==> src/sv/riscv_subset_single_cycle_core_macros.svh <==
// Assertion helpers for the core's top-level RTL module.
`ifndef RISCV_SUBSET_SINGLE_CYCLE_CORE_MACROS_SVH
`define RISCV_SUBSET_SINGLE_CYCLE_CORE_MACROS_SVH

// Same-cycle implication, disabled while reset is asserted.
`define RSC_ASSERT_NOW(lbl, clk, rst_n, ante, cons, msg) \
    lbl: assert property (@(posedge clk) disable iff (!rst_n) (ante) |-> (cons)) \
        else $error(msg);

// Next-cycle implication, disabled while reset is asserted.
`define RSC_ASSERT_NEXT(lbl, clk, rst_n, ante, cons, msg) \
    lbl: assert property (@(posedge clk) disable iff (!rst_n) (ante) |=> (cons)) \
        else $error(msg);

`endif

==> src/sv/rsc_pkg.sv <==
package rsc_pkg;

    localparam int REG_COUNT = 32;
    localparam int REG_AW    = $clog2(REG_COUNT);
    localparam int MEM_WORDS = 32;
    localparam int MEM_AW    = (MEM_WORDS > 1) ? $clog2(MEM_WORDS) : 1;
    localparam int XLEN      = 32;

    typedef enum logic [1:0] {
        FMT_R = 2'd0,
        FMT_I = 2'd1,
        FMT_S = 2'd2,
        FMT_B = 2'd3
    } t_fmt;

    localparam logic [2:0] F3_ADD = 3'b000;
    localparam logic [2:0] F3_AND = 3'b111;
    localparam logic [2:0] F3_OR  = 3'b110;
    localparam logic [2:0] F3_SW  = 3'b010;

    localparam logic [1:0] ALUOP_ADD  = 2'd0;
    localparam logic [1:0] ALUOP_BR   = 2'd1;
    localparam logic [1:0] ALUOP_FUNC = 2'd2;

    typedef struct packed {
        logic [1:0]  action;
        logic [2:0]  funct3;
        logic [6:0]  funct7;
        logic [4:0]  dest_reg;
        logic [4:0]  src_reg_a;
        logic [4:0]  src_reg_b;
        logic [12:0] immediate;
    } t_instr;

    typedef struct packed {
        logic            branch;
        logic            mem_read;
        logic            mem_write;
        logic            mem_to_reg;
        logic            reg_write;
        logic [1:0]      alu_op;
        logic            alu_src;
        logic            branch_taken;
        logic [XLEN-1:0] write_value;
        logic [XLEN-1:0] next_pc;
        logic            address_error;
    } t_result;

    // Execute stage outcome handed back to the top level.
    typedef struct packed {
        logic              branch;
        logic              mem_read;
        logic              mem_write;
        logic              mem_to_reg;
        logic              reg_write;
        logic [1:0]        alu_op;
        logic              alu_src;
        logic              branch_taken;
        logic              address_error;
        logic              alu_wr;
        logic [XLEN-1:0]   alu_res;
        logic              mem_ok;
        logic [MEM_AW-1:0] mem_idx;
        logic [XLEN-1:0]   next_pc;
    } t_exec;

endpackage

==> src/sv/rsc_in_if.sv <==
interface rsc_in_if;
    logic               valid;
    logic               ready;
    logic [1:0]         action;
    logic [2:0]         funct3;
    logic [6:0]         funct7;
    logic [4:0]         dest_reg;
    logic [4:0]         src_reg_a;
    logic [4:0]         src_reg_b;
    logic signed [12:0] immediate;

    modport source (
        output valid, action, funct3, funct7, dest_reg, src_reg_a, src_reg_b, immediate,
        input  ready
    );
    modport sink (
        input  valid, action, funct3, funct7, dest_reg, src_reg_a, src_reg_b, immediate,
        output ready
    );
endinterface

==> src/sv/rsc_out_if.sv <==
interface rsc_out_if;
    logic               valid;
    logic               ready;
    logic               branch;
    logic               mem_read;
    logic               mem_write;
    logic               mem_to_reg;
    logic               reg_write;
    logic [1:0]         alu_op;
    logic               alu_src;
    logic               branch_taken;
    logic signed [31:0] write_value;
    logic signed [31:0] next_pc;
    logic               address_error;

    modport source (
        output valid, branch, mem_read, mem_write, mem_to_reg, reg_write, alu_op, alu_src,
               branch_taken, write_value, next_pc, address_error,
        input  ready
    );
    modport sink (
        input  valid, branch, mem_read, mem_write, mem_to_reg, reg_write, alu_op, alu_src,
               branch_taken, write_value, next_pc, address_error,
        output ready
    );
endinterface

==> src/sv/rsc_ram.sv <==
module rsc_ram #(
    parameter int WIDTH = 32,
    parameter int DEPTH = 32,
    localparam int AW   = (DEPTH > 1) ? $clog2(DEPTH) : 1
) (
    input  logic             i_clk,
    input  logic             i_we,
    input  logic [AW-1:0]    i_waddr,
    input  logic [WIDTH-1:0] i_wdata,
    input  logic             i_re,
    input  logic [AW-1:0]    i_raddr,
    output logic [WIDTH-1:0] o_rdata
);
    logic [WIDTH-1:0] r_mem [DEPTH];
    logic [WIDTH-1:0] r_rdata;

    always_ff @(posedge i_clk) begin
        if (i_we) begin
            r_mem[i_waddr] <= i_wdata;
        end
        if (i_re) begin
            r_rdata <= r_mem[i_raddr];
        end
    end

    assign o_rdata = r_rdata;
endmodule

==> src/sv/rsc_exec.sv <==
module rsc_exec (
    input  rsc_pkg::t_instr          i_instr,
    input  logic [rsc_pkg::XLEN-1:0] i_opa,
    input  logic [rsc_pkg::XLEN-1:0] i_opb,
    input  logic [rsc_pkg::XLEN-1:0] i_pc,
    output rsc_pkg::t_exec           o_exec
);
    import rsc_pkg::*;

    logic [XLEN-1:0] imm32;
    logic [XLEN-1:0] sum;
    logic            in_range;
    logic            eq;
    t_exec           ex;

    always_comb begin
        imm32    = {{(XLEN-13){i_instr.immediate[12]}}, i_instr.immediate};
        sum      = i_opa + imm32;
        // word index is taken as signed: negative means out of range
        in_range = !sum[XLEN-1] && (sum < XLEN'(MEM_WORDS));
        eq       = (i_opa == i_opb);

        ex         = '0;
        ex.mem_idx = sum[MEM_AW-1:0];
        ex.next_pc = i_pc + XLEN'(4);

        case (t_fmt'(i_instr.action))
            FMT_R: begin
                ex.reg_write = 1'b1;
                ex.alu_op    = ALUOP_FUNC;
                case (i_instr.funct3)
                    F3_ADD: begin
                        ex.alu_res = (i_instr.funct7 != 7'd0) ? (i_opa - i_opb)
                                                              : (i_opa + i_opb);
                        ex.alu_wr  = 1'b1;
                    end
                    F3_AND: begin
                        ex.alu_res = i_opa & i_opb;
                        ex.alu_wr  = 1'b1;
                    end
                    F3_OR: begin
                        ex.alu_res = i_opa | i_opb;
                        ex.alu_wr  = 1'b1;
                    end
                    default: ;
                endcase
            end
            FMT_I: begin
                ex.reg_write = 1'b1;
                ex.alu_op    = ALUOP_ADD;
                ex.alu_src   = 1'b1;
                if (i_instr.funct3 == F3_ADD) begin
                    ex.alu_res = sum;
                    ex.alu_wr  = 1'b1;
                end else begin
                    ex.mem_read      = 1'b1;
                    ex.mem_to_reg    = 1'b1;
                    ex.mem_ok        = in_range;
                    ex.address_error = !in_range;
                end
            end
            FMT_S: begin
                if (i_instr.funct3 == F3_SW) begin
                    ex.mem_write     = 1'b1;
                    ex.alu_src       = 1'b1;
                    ex.mem_ok        = in_range;
                    ex.address_error = !in_range;
                end
            end
            FMT_B: begin
                ex.branch       = 1'b1;
                ex.alu_op       = ALUOP_BR;
                ex.branch_taken = (i_instr.funct3 == F3_ADD) ? eq : !eq;
                if (ex.branch_taken) begin
                    ex.next_pc = i_pc + imm32;
                end
            end
            default: ;
        endcase
    end

    assign o_exec = ex;
endmodule

==> src/sv/riscv_subset_single_cycle_core.sv <==
// An accepted instruction beat passes through the input register (with the
// register-file read) and then the result register before its result beat appears.
// Throughput: one instruction per cycle unless o_out stalls; the register-file RAM
// read is issued at accept time and the previous instruction's write is forwarded around it.
// Reset (synchronous, active low) clears PC, data memory, register-file valid bits
// and all handshake state; no clearing pass is needed.
module riscv_subset_single_cycle_core (
    input  logic  i_clk,
    input  logic  i_rst_n,
    rsc_in_if.sink    i_in,
    rsc_out_if.source o_out
);
    import rsc_pkg::*;
    `include "riscv_subset_single_cycle_core_macros.svh"

    logic                  r_s1_vld;
    t_instr                r_s1_instr;
    logic                  r_fwd_a;
    logic                  r_fwd_b;
    logic                  r_known_a;
    logic                  r_known_b;
    logic [XLEN-1:0]       r_fwd_data;
    logic [REG_COUNT-1:0]  r_reg_vld;
    logic [XLEN-1:0]       r_dmem [MEM_WORDS];
    logic [XLEN-1:0]       r_pc;
    logic                  r_out_vld;
    t_result               r_out;

    logic                  in_acc;
    logic                  s1_fire;
    logic [XLEN-1:0]       q_a;
    logic [XLEN-1:0]       q_b;
    logic [XLEN-1:0]       opa;
    logic [XLEN-1:0]       opb;
    t_exec                 ex;
    logic                  wr_reg;
    logic                  rf_we;
    logic [XLEN-1:0]       rf_wdata;
    logic [XLEN-1:0]       dmem_q;
    logic                  dmem_we;
    t_result               n_out;

    assign s1_fire    = r_s1_vld && (!r_out_vld || o_out.ready);
    assign i_in.ready = !r_s1_vld || s1_fire;
    assign in_acc     = i_in.valid && i_in.ready;

    rsc_ram #(.WIDTH(XLEN), .DEPTH(REG_COUNT)) u_rf_a (
        .i_clk   (i_clk),
        .i_we    (rf_we),
        .i_waddr (r_s1_instr.dest_reg),
        .i_wdata (rf_wdata),
        .i_re    (in_acc),
        .i_raddr (i_in.src_reg_a),
        .o_rdata (q_a)
    );

    rsc_ram #(.WIDTH(XLEN), .DEPTH(REG_COUNT)) u_rf_b (
        .i_clk   (i_clk),
        .i_we    (rf_we),
        .i_waddr (r_s1_instr.dest_reg),
        .i_wdata (rf_wdata),
        .i_re    (in_acc),
        .i_raddr (i_in.src_reg_b),
        .o_rdata (q_b)
    );

    // unwritten registers read as zero; a same-edge write is forwarded
    assign opa = r_fwd_a ? r_fwd_data : (r_known_a ? q_a : '0);
    assign opb = r_fwd_b ? r_fwd_data : (r_known_b ? q_b : '0);

    rsc_exec u_exec (
        .i_instr (r_s1_instr),
        .i_opa   (opa),
        .i_opb   (opb),
        .i_pc    (r_pc),
        .o_exec  (ex)
    );

    always_comb begin
        dmem_q   = r_dmem[ex.mem_idx];
        wr_reg   = (ex.alu_wr || (ex.mem_read && ex.mem_ok))
                   && (r_s1_instr.dest_reg != REG_AW'(0));
        rf_we    = s1_fire && wr_reg;
        rf_wdata = ex.alu_wr ? ex.alu_res : dmem_q;
        dmem_we  = s1_fire && ex.mem_write && ex.mem_ok;

        n_out.branch        = ex.branch;
        n_out.mem_read      = ex.mem_read;
        n_out.mem_write     = ex.mem_write;
        n_out.mem_to_reg    = ex.mem_to_reg;
        n_out.reg_write     = ex.reg_write;
        n_out.alu_op        = ex.alu_op;
        n_out.alu_src       = ex.alu_src;
        n_out.branch_taken  = ex.branch_taken;
        n_out.next_pc       = ex.next_pc;
        n_out.address_error = ex.address_error;
        if (wr_reg) begin
            n_out.write_value = rf_wdata;
        end else if (ex.mem_write && ex.mem_ok) begin
            n_out.write_value = opb;
        end else begin
            n_out.write_value = '0;
        end
    end

    always_ff @(posedge i_clk) begin
        if (!i_rst_n) begin
            r_s1_vld <= 1'b0;
        end else if (in_acc) begin
            r_s1_vld <= 1'b1;
        end else if (s1_fire) begin
            r_s1_vld <= 1'b0;
        end
    end

    always_ff @(posedge i_clk) begin
        if (in_acc) begin
            r_s1_instr.action    <= i_in.action;
            r_s1_instr.funct3    <= i_in.funct3;
            r_s1_instr.funct7    <= i_in.funct7;
            r_s1_instr.dest_reg  <= i_in.dest_reg;
            r_s1_instr.src_reg_a <= i_in.src_reg_a;
            r_s1_instr.src_reg_b <= i_in.src_reg_b;
            r_s1_instr.immediate <= i_in.immediate;
            r_fwd_a    <= rf_we && (r_s1_instr.dest_reg == i_in.src_reg_a);
            r_fwd_b    <= rf_we && (r_s1_instr.dest_reg == i_in.src_reg_b);
            r_fwd_data <= rf_wdata;
            r_known_a  <= r_reg_vld[i_in.src_reg_a];
            r_known_b  <= r_reg_vld[i_in.src_reg_b];
        end
    end

    always_ff @(posedge i_clk) begin
        if (!i_rst_n) begin
            r_reg_vld <= '0;
        end else if (rf_we) begin
            r_reg_vld[r_s1_instr.dest_reg] <= 1'b1;
        end
    end

    always_ff @(posedge i_clk) begin
        if (!i_rst_n) begin
            for (int i = 0; i < MEM_WORDS; i++) begin
                r_dmem[i] <= '0;
            end
        end else if (dmem_we) begin
            r_dmem[ex.mem_idx] <= opb;
        end
    end

    always_ff @(posedge i_clk) begin
        if (!i_rst_n) begin
            r_pc <= '0;
        end else if (s1_fire) begin
            r_pc <= ex.next_pc;
        end
    end

    always_ff @(posedge i_clk) begin
        if (!i_rst_n) begin
            r_out_vld <= 1'b0;
        end else if (s1_fire) begin
            r_out_vld <= 1'b1;
        end else if (o_out.ready) begin
            r_out_vld <= 1'b0;
        end
    end

    always_ff @(posedge i_clk) begin
        if (s1_fire) begin
            r_out <= n_out;
        end
    end

    assign o_out.valid         = r_out_vld;
    assign o_out.branch        = r_out.branch;
    assign o_out.mem_read      = r_out.mem_read;
    assign o_out.mem_write     = r_out.mem_write;
    assign o_out.mem_to_reg    = r_out.mem_to_reg;
    assign o_out.reg_write     = r_out.reg_write;
    assign o_out.alu_op        = r_out.alu_op;
    assign o_out.alu_src       = r_out.alu_src;
    assign o_out.branch_taken  = r_out.branch_taken;
    assign o_out.write_value   = $signed(r_out.write_value);
    assign o_out.next_pc       = $signed(r_out.next_pc);
    assign o_out.address_error = r_out.address_error;

    `RSC_ASSERT_NOW(a_x0_never_written, i_clk, i_rst_n, 1'b1, !r_reg_vld[0], "x0 marked written")
    `RSC_ASSERT_NOW(a_err_no_write, i_clk, i_rst_n, r_out_vld && r_out.address_error,
                    r_out.write_value == '0 && (r_out.mem_read || r_out.mem_write),
                    "address error with a write or on a non-memory op")
    `RSC_ASSERT_NOW(a_taken_is_branch, i_clk, i_rst_n, r_out_vld && r_out.branch_taken,
                    r_out.branch, "taken flag outside a branch")
    `RSC_ASSERT_NOW(a_stall_only_busy, i_clk, i_rst_n, !i_in.ready,
                    r_s1_vld && r_out_vld, "input stalled with a free stage")
    `RSC_ASSERT_NEXT(a_pc_step, i_clk, i_rst_n, s1_fire && !ex.branch_taken,
                     r_pc == $past(r_pc) + XLEN'(4), "PC did not advance by four")
endmodule
==> src/flat_wrapper.sv <==
// flat-port wrapper written by rule: the top's interface ports become plain ports
module riscv_subset_single_cycle_core_flat import rsc_pkg::*;
  (i_clk, i_rst_n, i_in_valid, i_in_action, i_in_funct3, i_in_funct7, i_in_dest_reg, i_in_src_reg_a, i_in_src_reg_b, i_in_immediate, i_in_ready, o_out_valid, o_out_branch, o_out_mem_read, o_out_mem_write, o_out_mem_to_reg, o_out_reg_write, o_out_alu_op, o_out_alu_src, o_out_branch_taken, o_out_write_value, o_out_next_pc, o_out_address_error, o_out_ready);
  rsc_in_if i_in_i ();
  rsc_out_if o_out_i ();
  input  logic i_clk;
  input  logic i_rst_n;
  input wire logic [$bits(i_in_i.valid)-1:0] i_in_valid;
  input wire logic [$bits(i_in_i.action)-1:0] i_in_action;
  input wire logic [$bits(i_in_i.funct3)-1:0] i_in_funct3;
  input wire logic [$bits(i_in_i.funct7)-1:0] i_in_funct7;
  input wire logic [$bits(i_in_i.dest_reg)-1:0] i_in_dest_reg;
  input wire logic [$bits(i_in_i.src_reg_a)-1:0] i_in_src_reg_a;
  input wire logic [$bits(i_in_i.src_reg_b)-1:0] i_in_src_reg_b;
  input wire logic [$bits(i_in_i.immediate)-1:0] i_in_immediate;
  output wire logic [$bits(i_in_i.ready)-1:0] i_in_ready;
  output wire logic [$bits(o_out_i.valid)-1:0] o_out_valid;
  output wire logic [$bits(o_out_i.branch)-1:0] o_out_branch;
  output wire logic [$bits(o_out_i.mem_read)-1:0] o_out_mem_read;
  output wire logic [$bits(o_out_i.mem_write)-1:0] o_out_mem_write;
  output wire logic [$bits(o_out_i.mem_to_reg)-1:0] o_out_mem_to_reg;
  output wire logic [$bits(o_out_i.reg_write)-1:0] o_out_reg_write;
  output wire logic [$bits(o_out_i.alu_op)-1:0] o_out_alu_op;
  output wire logic [$bits(o_out_i.alu_src)-1:0] o_out_alu_src;
  output wire logic [$bits(o_out_i.branch_taken)-1:0] o_out_branch_taken;
  output wire logic [$bits(o_out_i.write_value)-1:0] o_out_write_value;
  output wire logic [$bits(o_out_i.next_pc)-1:0] o_out_next_pc;
  output wire logic [$bits(o_out_i.address_error)-1:0] o_out_address_error;
  input wire logic [$bits(o_out_i.ready)-1:0] o_out_ready;
  assign i_in_i.valid = i_in_valid;
  assign i_in_i.action = i_in_action;
  assign i_in_i.funct3 = i_in_funct3;
  assign i_in_i.funct7 = i_in_funct7;
  assign i_in_i.dest_reg = i_in_dest_reg;
  assign i_in_i.src_reg_a = i_in_src_reg_a;
  assign i_in_i.src_reg_b = i_in_src_reg_b;
  assign i_in_i.immediate = i_in_immediate;
  assign i_in_ready = i_in_i.ready;
  assign o_out_valid = o_out_i.valid;
  assign o_out_branch = o_out_i.branch;
  assign o_out_mem_read = o_out_i.mem_read;
  assign o_out_mem_write = o_out_i.mem_write;
  assign o_out_mem_to_reg = o_out_i.mem_to_reg;
  assign o_out_reg_write = o_out_i.reg_write;
  assign o_out_alu_op = o_out_i.alu_op;
  assign o_out_alu_src = o_out_i.alu_src;
  assign o_out_branch_taken = o_out_i.branch_taken;
  assign o_out_write_value = o_out_i.write_value;
  assign o_out_next_pc = o_out_i.next_pc;
  assign o_out_address_error = o_out_i.address_error;
  assign o_out_i.ready = o_out_ready;
  riscv_subset_single_cycle_core u_core (.i_clk(i_clk), .i_rst_n(i_rst_n), .i_in(i_in_i), .o_out(o_out_i));
endmodule
==> config.mk <==
export PLATFORM = sky130hd
export DESIGN_NAME = riscv_subset_single_cycle_core_flat
export DESIGN_NICKNAME = d
export VERILOG_FILES = /design/src/sv/rsc_pkg.sv /design/src/sv/rsc_in_if.sv /design/src/sv/rsc_out_if.sv /design/src/sv/rsc_ram.sv /design/src/sv/rsc_exec.sv /design/src/sv/riscv_subset_single_cycle_core.sv /design/src/flat_wrapper.sv
export VERILOG_INCLUDE_DIRS = /design/src /design/src/sv
export SDC_FILE = /design/constraint.sdc
export NUM_CORES = 2
export LEC_CHECK = 0
export BUFFER_PORTS_ARGS = -buffer_cell sky130_fd_sc_hd__buf_2
export CORE_UTILIZATION = 50
export DETAILED_ROUTE_END_ITERATION = 8
export PLACE_DENSITY = 0.69
export SYNTH_ARGS = -nofsm -noshare
export SYNTH_HDL_FRONTEND = slang
export SYNTH_SLANG_ARGS = --single-unit
==> constraint.sdc <==
create_clock -name i_clk -period 8.4 [get_ports i_clk]
set_input_delay 1.68 -clock i_clk [delete_from_list [all_inputs] [get_ports i_clk]]
set_output_delay 1.68 -clock i_clk [all_outputs]
set_load 0.1 [all_outputs]
Word level (Yosys, flattened, before mapping)
Memory sizes are Yosys's and may differ from the RTL's. A register that Yosys moved wholly into a read port is not among the register bits.
Index checks and enable logic that the tools add are counted.

cells by class
  add/subtract/negate cells = 5
  order comparisons = 5
  eq/ne operators = 9
  mux-type cells = 47
  bitwise gates (word level) = 3
  reduce and logical (&&, ||, !) cells = 28

operators by type and width
  kind                   number
  $mux 32                11
  $pmux 33 s3            1
  $add 32x32->32         3
  $pmux 33 s2            1
  $or 32x32->32          2
  $mux 33                1
  $add 32x3->32 const B  1
  $and 32x32->32         1
  $eq 32x32->1           1
  $lt 32x6->1 const B    1
  $reduce_or 32->1       1
  $sub 32x32->32         1
  $mux 1                 25
  $lt 5x6->1 const B     3
  $logic_and 1x1->1      12
  $bmux 1 s5             2
  $eq 5x5->1             2
  $reduce_bool 7->1      1
  $eq 3x3->1 const B     2
  $pmux 1 s2             3
  $demux 1 s5            1
  $ge 5x1->1 const B     1
  $logic_not 1->1        5
  $mux 5                 1
  10 further kinds       14

storage, ports and cells
  register bits = 205
  bits in writable memories = 3072
  input bits = 44
  logic and storage cells = 124
  memories kept = 3

memory list
  memory               depth  bits a word  read ports  clocked after memory_dff  wr ports  RTL line                              RTL
  u_core.r_dmem        32     32           1           0                         32        riscv_subset_single_cycle_core.sv:24  logic [XLEN-1:0] r_dmem [MEM_WORDS];
  u_core.u_rf_a.r_mem  32     32           1           1                         1         rsc_ram.sv:14                         logic [WIDTH-1:0] r_mem [DEPTH];
  u_core.u_rf_b.r_mem  32     32           1           1                         1         rsc_ram.sv:14

Depth between registers and ports, before layout
  depth after elaboration = 13
  depth in mapped cells = 21

Hierarchy
A second synthesis with hierarchy kept.

second synthesis, totals
  cells, all modules = 9806
  area total of the unflattened synthesis = 143430.1 µm²

by module, submodules not included
  module                          instances  cells each  area each (µm²)  sequential area each (µm²)
  rsc_ram                         2          2260        40805.4          31710.4
  riscv_subset_single_cycle_core  1          3952        53015.8          36575.1
  rsc_exec                        1          1334        8803.4           0.0

Worst setup path after synthesis
OpenSTA, ideal clock, no wires.

  path type = flip-flop to flip-flop
  start = reg u_core.r_fwd_a
  end = mem u_core.u_rf_a.r_mem[27][0], enable pin
  data arrival time = 5.809 ns
  path slack = 2.170 ns
  stages on the path, launching flop included = 18
  period minus slack after synthesis = 6.230 ns
  cell sequence = edfxtp_1 > clkbuf_1 > clkbuf_1 > o21ai_0 > ha_1 > fa_1 > a211oi_2 > o21bai_2 > a2111oi_2 > o21ai_0 > a2111oi_0 > nand4_1 > nor4_2 > nand4_4 > o31ai_4 > nand3_2 > buf_6 > nor2_1

between the ends
  word-level cells in the longest chain between the ends = 12

ends and longest elaborated chain
  what                                                   RTL line                               RTL
  start: declaration                                     riscv_subset_single_cycle_core.sv:18   logic r_fwd_a;
  start signal: assignment                               riscv_subset_single_cycle_core.sv:125  r_fwd_a <= rf_we && (r_s1_instr.dest_reg == i_in.src_reg_a);
  $mux 32 *                                              riscv_subset_single_cycle_core.sv:68   assign opa = r_fwd_a ? r_fwd_data : (r_known_a ? q_a : '0);
  $add 32x32->32 *                                       rsc_exec.sv:18                         sum = i_opa + imm32;
  $lt 32x6->1 / $logic_not 1->1 (equally long branches)  rsc_exec.sv:20                         in_range = !sum[XLEN-1] && (sum < XLEN'(MEM_WORDS));
  $logic_and 1x1->1 *                                    rsc_exec.sv:20
  $mux 1, on equally long branches                       rsc_exec.sv:63, rsc_exec.sv:52
  $pmux 1 s2 *                                           rsc_exec.sv:27                         case (t_fmt'(i_instr.action))
  $logic_and 1x1->1 *                                    riscv_subset_single_cycle_core.sv:81   wr_reg = (ex.alu_wr || (ex.mem_read && ex.mem_ok))
  $logic_or 1x1->1 *                                     riscv_subset_single_cycle_core.sv:81
  $logic_and 1x1->1 *                                    riscv_subset_single_cycle_core.sv:82   && (r_s1_instr.dest_reg != REG_AW'(0));
  $logic_and 1x1->1 *                                    riscv_subset_single_cycle_core.sv:83   rf_we = s1_fire && wr_reg;
  $mux 1 *                                               rsc_ram.sv:18                          if (i_we) begin
  $mux 1 (not written as such) *                         rsc_ram.sv:19                          r_mem[i_waddr] <= i_wdata;
  end: declaration                                       rsc_ram.sv:14

Every way passes the cells marked *; elsewhere a longest branch is shown, timed or not.

==> summary.txt <==
Floorplanning
  – Die W: approximately 470 µm
  – Initial Util: 0.504
  – Ports: 120
  – Die area: 0.221 mm²
  – Die Y: between 400 and 500 µm
  – FP Rows: around 170
  – Core area: around 0.22 mm²

Placement
  – IO buf count: 119
  – Post-DP HPWL: 203,000 µm
  – DP Worst Slack: roughly 1100 ps
  – Inst Count DP: 9,652
  – GPL Wtd Cong: 0.947
  – Placed cell areas: 0.115 mm²

Setup path
  – WP data required: approximately 9000 ps
  – Max FO, Critical Path: 33
  – CP Launch Type: flip-flop
  – CP arrival: 8030 ps
  – Critical Path End Type: flip-flop
  – R2R setup slack: 980 ps
  – R2R depth: 19
  – Worst Setup Path Type: reg -> reg

Clock tree
  – Post-CTS Resized: 0
  – CTS buffer count: 233
  – Clock Latency Late Sink: 930 ps
  – CTS tree: done
  – Hold Buf Count CTS: 0
  – Root Driver: clkbuf_16
  – Setup Fix Bufs, Post-CTS: 0
  – Reg clk slew, reported paths: 60 ps
  – Bufs on Longest Clock Path: 3
  – H-Tree Depth: 4
  – Sinks on Clock Net: 2,316

Power and ir drop
  – Internal power: 21.9 mW
  – Sw frac: 0.291
  – Tot Pwr: 30.9 mW
  – Sequential Power Share: 0.455
  – PD cells: 252 mW/mm²
  – Logic pwr share: 0.198
  – Clock power share: 0.347
  – Maximum VDD drop: 270 µV
  – P_leak: 41.3 nW
  – Net Switching: 9.01 mW

Logic synthesis
  – Number of synthesized flops with an enable pin: 2,250
  – Sequential share of the synthesized area: 0.629
  – YS warnings: 0
  – Commonest cells post-synth: edfxtp_1, nor2_1, mux4_2
  – Main area contributors after synthesis: edfxtp_1, mux4_2, nor2_1, ha_1, clkbuf_1
  – Mapped cell area: 0.110 mm²
  – Top cell type's share of synthesized area: 0.617
  – Async set-reset flop share out of synthesis: 0
  – Distinct cell type count after synthesis: 86
  – Avg Inst Size Synth: 15.8 µm²
  – #FFs+latches synth: between 2,000 and 2,500
  – Count leader, synth: edfxtp_1
  – Mapped Cells: 6,942
  – Largest area contributor in the netlist: edfxtp_1
  – Main synth FF type: edfxtp_1

Timing
  – Minimum clock period: between 7000 and 8000 ps
  – Layout Skew: 73.3 ps
  – Setup violators final: 0
  – Final worst-path setup slack: 978 ps
  – Worst hold slack: 475 ps
  – Tcrit/Tclk final: 0.884
  – Endpoints failing hold: 0
  – Highest Clock Rate: 135 MHz
  – Worst slew pin tran: 1370 ps
  – TNS Setup: 0 ps
  – Worst slew margin: 0.0874
  – RSZ-0062 raised after global routing: false
  – Max-slew violations: 0

Global routing
  – Total grt overflow: 0
  – Total track usage: 0.288
  – Maximum number of pins on one net before global-route repair: 119
  – Vias in the first global route: 65,861
  – Antenna violations before repair: 17
  – Global-route wire length before repair: about 460,000 µm

Routing
  – Post-route antenna net violation count: 0
  – Post-route DRC violation count: 0
  – Post-Route WL: 319,000 µm
  – Routed len/inst: 31.7 µm
  – Iter 0 DRT Violations: 8,814
  – Vias: 66,652
  – Vias/cell: 6.61
  – DR pass1 iterations: 6

Run
  – Total of max-cap violations: 0

Worst hold path
  – Hold Path Class: reg -> reg
  – Hold Crit Depth: 2

Run status
  – Status: completed

Final layout
  – Layout area overhead: 11.8%
  – Nets: 7,243
  – Design Area, Final: 0.122 mm²
  – Share of post-route cells with drive strength above 1: 0.256
  – Final std cells w/o fill: 10,084
  – Final Util: 0.563
==> critical path: stages, from the launching register on <==
cell and delay, ps:
edfxtp_1 420, buf_4 270, nor2b_4 180, buf_4 320, a22o_1 290, ha_1 390
a21oi_1 230, o21ai_0 160, a211oi_2 520, xnor2_1 180, a2111oi_0 630, nand4_1 250
nor4_2 360, nand4_4 310, nor4_4 1090, buf_4 280, nand2_1 60, buf_4 260
nand2_1 630, buf_12 240
==> registers in the layout, summed over array words and instances (netlist names), 32 cells and up <==
| register | flops |
|---|---|
| u_core.r_dmem | 1024 |
| u_core.u_rf_a.r_mem | 960 |
| u_core.o_out.write_value | 32 |
| u_core.r_reg_vld | 32 |
| u_core.u_rf_b.o_rdata | 32 |
| u_core.u_rf_a.o_rdata | 32 |
| u_core.r_pc | 32 |
| u_core.r_fwd_data | 32 |
| u_core.o_out.next_pc | 32 |
| u_core.u_rf_b.r_mem | 64 |
==> power by group through the flow <==
stage / clock network, mW / registers [mW] / logic [mW]
after floorplan: 0 / 14.4 / 3.38
after global placement: 0 / 14.3 / 5.93
after detailed placement: 0 / 14.3 / 5.99
after CTS: 10.8 / 14.1 / 6.01
after global routing: 11.3 / 14.1 / 6.36
final: 10.7 / 14.1 / 6.11
==> cell families (layout without fill, tap and decap cells) <==
family | count (synthesis) | in the layout | share of synthesized area
xor+xnor | 105 | 105 | 0.00840
simple gates | 1844 | 1844 | 0.0693
compound gates | 831 | 831 | 0.0512
fa+ha+maj | 166 | 166 | 0.0192
other cells | 1 | 36 | 0.0000342
buf+inv | 669 | 922 | 0.0244
flops | 2316 | 2316 | 0.629
mux | 1010 | 1010 | 0.198
==> layout by cell type, fill, tap and decap left out, drive strengths merged, types with 17 or more instances in the layout <==
master / instances
a22oi: 84
o21bai: 19
conb: 32
o211ai: 19
nor3: 45
a22o: 43
nand4: 32
nand2: 349
clkinv: 104
a31oi: 40
bufinv: 32
nor2: 1229
a221oi: 20
o21a: 19
xnor2: 69
and3: 21
clkbuf: 279
o31ai: 24
dfxtp: 66
mux4: 923
a21o: 45
o21ai: 162
nand3: 57
ha: 162
a211oi: 27
xor2: 36
nand2b: 17
o2bb2ai: 32
mux2: 67
inv: 120
mux2i: 20
buf: 381
edfxtp: 2250
a21oi: 190
==> layout make-up <==
cell class / instances / area [µm²]
flip-flops and latches: 2316 / 68900
clock inverters: 149 / 1880
clock buffers: 279 / 6060
well taps: 2854 / 3570
diodes: 4 / 10.0
fillers: 16570 / 94900
multi-input cells: 3988 / 38700
repair buffers: 381 / 2960
inverters: 113 / 427
==> routing by layer <==
layer	GRT usage	routed length (µm)	up-vias
li1	-	-	27463
met1	0.379	118000	34800
met2	0.472	158000	3771
met3	0.0460	28300	612
met4	0.130	15500	6
met5	0	30	-
==> worst paths after layout <==
kind | start | end
worst min-delay path | u_core.r_reg_vld[18] | u_core.r_reg_vld[18]
worst max register to register | u_core.r_fwd_a | u_core.r_dmem[20][17]
worst min register to register | u_core.r_reg_vld[18] | u_core.r_reg_vld[18]
worst max-delay path | u_core.r_fwd_a | u_core.r_dmem[20][17]
Note: power is estimated with default switching activity, not from simulation.
